`src/rtl/mii_mul.sv`:
```
// Pipelined signed multiplier: one chunk of the B operand per stage, tag travels alongside.
module mii_mul #(
    parameter int AW = 32,
    parameter int BW = 32,
    parameter int CW = 32,
    parameter int TW = 1
) (
    input  logic                 i_clk,
    input  logic                 i_rst_n,
    input  logic                 i_valid,
    input  logic signed [AW-1:0] i_a,
    input  logic signed [BW-1:0] i_b,
    input  logic [TW-1:0]        i_tag,
    output logic                 o_valid,
    output logic signed [AW+BW-1:0] o_p,
    output logic [TW-1:0]        o_tag
);
    localparam int NS = (BW + CW - 1) / CW;
    localparam int NA = (AW + CW - 1) / CW;
    localparam int PW = AW + BW;
    localparam int AP = NA * CW;
    localparam int BP = NS * CW;

    logic [NS:0]    r_v;
    logic           r_vo;
    logic [AP-1:0]  r_a   [NS];
    logic [BP-1:0]  r_b   [NS];
    logic           r_s   [NS+1];
    logic [PW-1:0]  r_acc [NS+1];
    logic [TW-1:0]  r_t   [NS+1];
    logic signed [PW-1:0] r_p;
    logic [TW-1:0]  r_to;
    logic [AW-1:0]  n_am;
    logic [BW-1:0]  n_bm;

    assign n_am = i_a[AW-1] ? AW'(-i_a) : AW'(i_a);
    assign n_bm = i_b[BW-1] ? BW'(-i_b) : BW'(i_b);

    always_ff @(posedge i_clk) begin
        if (!i_rst_n) begin
            r_v  <= '0;
            r_vo <= 1'b0;
        end else begin
            r_v  <= {r_v[NS-1:0], i_valid};
            r_vo <= r_v[NS];
        end
    end

    // work on magnitudes, sign goes on at the end
    always_ff @(posedge i_clk) begin
        r_a[0]   <= AP'(n_am);
        r_b[0]   <= BP'(n_bm);
        r_s[0]   <= i_a[AW-1] ^ i_b[BW-1];
        r_acc[0] <= '0;
        r_t[0]   <= i_tag;
    end

    for (genvar s = 0; s < NS; s++) begin : g_stage
        logic [2*CW-1:0] n_pp [NA];
        logic [PW-1:0]   n_ev, n_od;

        for (genvar j = 0; j < NA; j++) begin : g_pp
            assign n_pp[j] = (2*CW)'(r_a[s][j*CW +: CW]) * (2*CW)'(r_b[s][s*CW +: CW]);
        end

        // even and odd partial products never overlap, so each row is a plain merge
        always_comb begin
            n_ev = '0;
            n_od = '0;
            for (int j = 0; j < NA; j++) begin
                if ((j & 1) == 0) begin
                    n_ev = n_ev | (PW'(n_pp[j]) << (j * CW));
                end else begin
                    n_od = n_od | (PW'(n_pp[j]) << (j * CW));
                end
            end
        end

        always_ff @(posedge i_clk) begin
            r_s[s+1]   <= r_s[s];
            r_t[s+1]   <= r_t[s];
            r_acc[s+1] <= r_acc[s] + ((n_ev + n_od) << (s * CW));
        end

        if (s + 1 < NS) begin : g_fwd
            always_ff @(posedge i_clk) begin
                r_a[s+1] <= r_a[s];
                r_b[s+1] <= r_b[s];
            end
        end
    end

    always_ff @(posedge i_clk) begin
        r_p  <= r_s[NS] ? -$signed(r_acc[NS]) : $signed(r_acc[NS]);
        r_to <= r_t[NS];
    end

    assign o_valid = r_vo;
    assign o_p     = r_p;
    assign o_tag   = r_to;
endmodule

```
`config.mk`:
```
export PLATFORM = sky130hd
export DESIGN_NAME = mii_mul
export DESIGN_NICKNAME = d
export VERILOG_FILES = /design/src/rtl/mii_mul.sv
export SDC_FILE = /design/constraint.sdc
export NUM_CORES = 2
export LEC_CHECK = 0
export BUFFER_PORTS_ARGS = -buffer_cell sky130_fd_sc_hd__buf_2
export CELL_PAD_IN_SITES_DETAIL_PLACEMENT = 0
export CELL_PAD_IN_SITES_GLOBAL_PLACEMENT = 1
export CORE_MARGIN = 2
export CORE_UTILIZATION = 35
export CTS_BUF_LIST = sky130_fd_sc_hd__clkbuf_8
export DETAILED_ROUTE_END_ITERATION = 8
export PLACE_DENSITY = 0.72
export SLEW_MARGIN = 15
export SYNTH_ARGS = -nofsm -noshare
export SYNTH_HDL_FRONTEND = slang
export SYNTH_SLANG_ARGS = --single-unit
```
`constraint.sdc`:
```
create_clock -name i_clk -period 19.15 [get_ports i_clk]
set_clock_uncertainty 0.2 [all_clocks]
set_input_delay 1.915 -clock i_clk [delete_from_list [all_inputs] [get_ports i_clk]]
set_output_delay 1.915 -clock i_clk [all_outputs]
set_load 0.01 [all_outputs]
```
==> metrics.txt <==
fill count=11520; remaining antenna violation count=0; via/cell ratio=4.896; Warnings, synthesis=0; Worst-Skew Late Latency=0.56 ns; vias after detailed routing=roughly 28000; Mapped Area=between 30000 and 40000 um^2; clk root buf=clkbuf_8; register area=4018 um^2; met3 Track Usage GR=1.800%; Max clock buf depth=2; clock sinks=200; nets=5468; ys async rst share=0%; Most used DFF post-synth=dfxtp_1; unrepaired setup endpoints after global routing=false; share of layout cells above drive strength 1=between 5 and 6%; Final Hold Fails=0; WL final=~110000 um; Final HPWL DP=approximately 87000 um; die span in x=about 340 um; period utilization=47.19%; largest net degree at the start of global routing=65; GPL Wtd Cong=between 0.8 and 0.9; Post-synth EDFFs=0; Post-Synthesis Mean Instance Area=slightly above 9 um^2; GR Overflow Total=0; die height=341.7 um; first-pass GRT wire length=between 150000 and 200000 um; initial DRC count=1187; synthesized net count=~5500; clock buffer count from CTS=17; synthesized flop and latch total=200; GRT Resource Usage Total=19.75%; met1 Track Usage GR=22.98%; Starting Density=35.39%; GRT busiest layer=met2; largest family of logic cells by synthesized area=adder cells; Gate Count Post-Synth=~4300; Die ar.=116800 um^2; Max FO, Critical Path=18; post-synthesis mux area share=0%; port bufs=around 130; worst endpoint required time=between 15 and 20 ns; XOR/XNOR Fraction of Synth Area=4.015%; # H-tree levels=4; synth-to-layout area growth=6.397%; Setup crit start kind=flip-flop; residual DRC count=0; Slew headroom=between 20% and 30%; status=finished clean; sequential area share after synthesis=about 10%; initial antenna violation count=3; final slew viol count=0; Fin Hold WS=roughly 0.12 ns; CTS tree=done; Post-DP Area=about 42000 um^2; Fin Setup TNS=0 ns; Final min period=about 9 ns; Synth Area in Compound Gates=under 10%; Final setup viols=0; area of the core=between 100000 and 150000 um^2; WP data arrival=9.30 ns; Yosys cell types=53; # rows=123; Post-CTS Setup Inserts=0; vias in the first global route=between 30000 and 40000; area of the multi-input gates=31810 um^2; Max Cap Viol=0; Worst Setup End Kind=flip-flop; Max Freq=0.1107 GHz; Least-Margin Pin Slew=1.087 ns; HP Class=flip-flop to flip-flop; # hold bufs at CTS=0; routed len/inst=19.29 um; simple-gate portion of the synthesized area=about 17%; io pins=134; cell area after layout=42470 um^2; critical path class=flip-flop to flip-flop; met2 usage=36.58%; Worst-path clk slew=0.13 ns; Post-CTS Resized=0; adder-cell share of the synthesized area=53.27%; drt first pass iters=5
sequential cells by signal, summed over array words and instances (netlist names):
name     flops
r_b         32
r_s          2
r_a         32
o_p         64
r_acc       64
r_t          2
o_valid      1
r_v          2
o_tag        1
routing by layer:
metal | vias up | share of wire, % | routed length, um
met5 | - | 0 | 0
met4 | 0 | 4.5 | 4976
met3 | 191 | 3.0 | 3373
met2 | 567 | 54 | 59960
met1 | 14790 | 38 | 42720
li1 | 12630 | - | -
metrics by stage:
stage / instances / utilization, % / worst slack, ns
finish: 5755 / 37.65 / 10.11
floorplan: 4265 / - / 11.69
global placement: 5719 / 37.24 / 10.11
detailed placement: 5719 / 37.24 / 10.01
CTS: 5751 / 37.64 / 9.952
global route: 5754 / 37.65 / 9.811
cells in the mapped netlist, types with 24 or more instances:
| library cell | n | area (um^2) |
|---|---|---|
| clkbuf_1 | 233 | 874.6 |
| nand2_1 | 492 | 1847 |
| or4_1 | 24 | 180.2 |
| inv_1 | 860 | 3228 |
| nor2_1 | 41 | 153.9 |
| o21ai_0 | 79 | 395.4 |
| ha_1 | 266 | 3328 |
| o31ai_1 | 37 | 277.8 |
| a21oi_1 | 72 | 360.4 |
| xor2_1 | 26 | 227.7 |
| fa_1 | 896 | 17940 |
| a21o_1 | 40 | 300.3 |
| dfxtp_1 | 200 | 4004 |
| xnor2_1 | 157 | 1375 |
| and2_1 | 633 | 3960 |
cell families after synthesis:
family	count (synthesis)
flops	200
compound gates	314
simple gates	1311
fa+ha+maj	1162
buf+inv	1095
xor+xnor	183
cells in the final DEF, fill, tap and decap left out, drive strengths merged, types with 26 or more instances in the layout:
cell type and instances:
ha 266, nor2 41, a21o 40, inv 870, buf 189, nand2 492, dfxtp 200, fa 896
xnor2 157, and2 633, xor2 26, a21oi 72, or4 31, o21ai 81, o31ai 37
worst max-delay path: stages, from the launching register on:
cell and delay [ns]:
dfxtp_1 0.76, buf_4 0.41, nand2_1 0.13, fa_1 0.55
inv_1 0.06, fa_1 0.48, fa_1 0.58, fa_1 0.44
fa_1 0.51, fa_1 0.43, fa_1 0.55, inv_1 0.07
fa_1 0.48, inv_1 0.04, ha_1 0.41, nand2_1 0.13
nor2_1 0.25, nand3_1 0.12, a2111oi_1 0.93, o31ai_1 0.41
o41a_1 0.49, o21ai_1 0.23, a21boi_0 0.14, xnor2_1 0.14
area by class of cell:
cell class	count	share of cell area [%]
repair buffers	189	2.557
clock buffers	17	0.5509
diodes	4	0.02357
well taps	1500	4.419
multi-input cells	2970	74.89
clock inverters	15	0.5037
flip-flops and latches	200	9.459
inverters	860	7.600
final timing paths:
| path | startpoint | endpoint | slack, ns | depth (start not counted) |
|---|---|---|---|---|
| worst min-delay path | r_s[0][0] | r_s[0][1] | 0.12 | 0 |
| worst min register to register | r_s[0][0] | r_s[0][1] | 0.12 | 0 |
| worst max register to register | r_b[0][23] | r_acc[0][123] | 10.11 | 23 |
| worst max-delay path | r_b[0][23] | r_acc[0][123] | 10.11 | 23 |
Power is left out: the tool's default activity adds up to more than one toggle a clock period on the data nets, which glitch-free logic cannot reach.
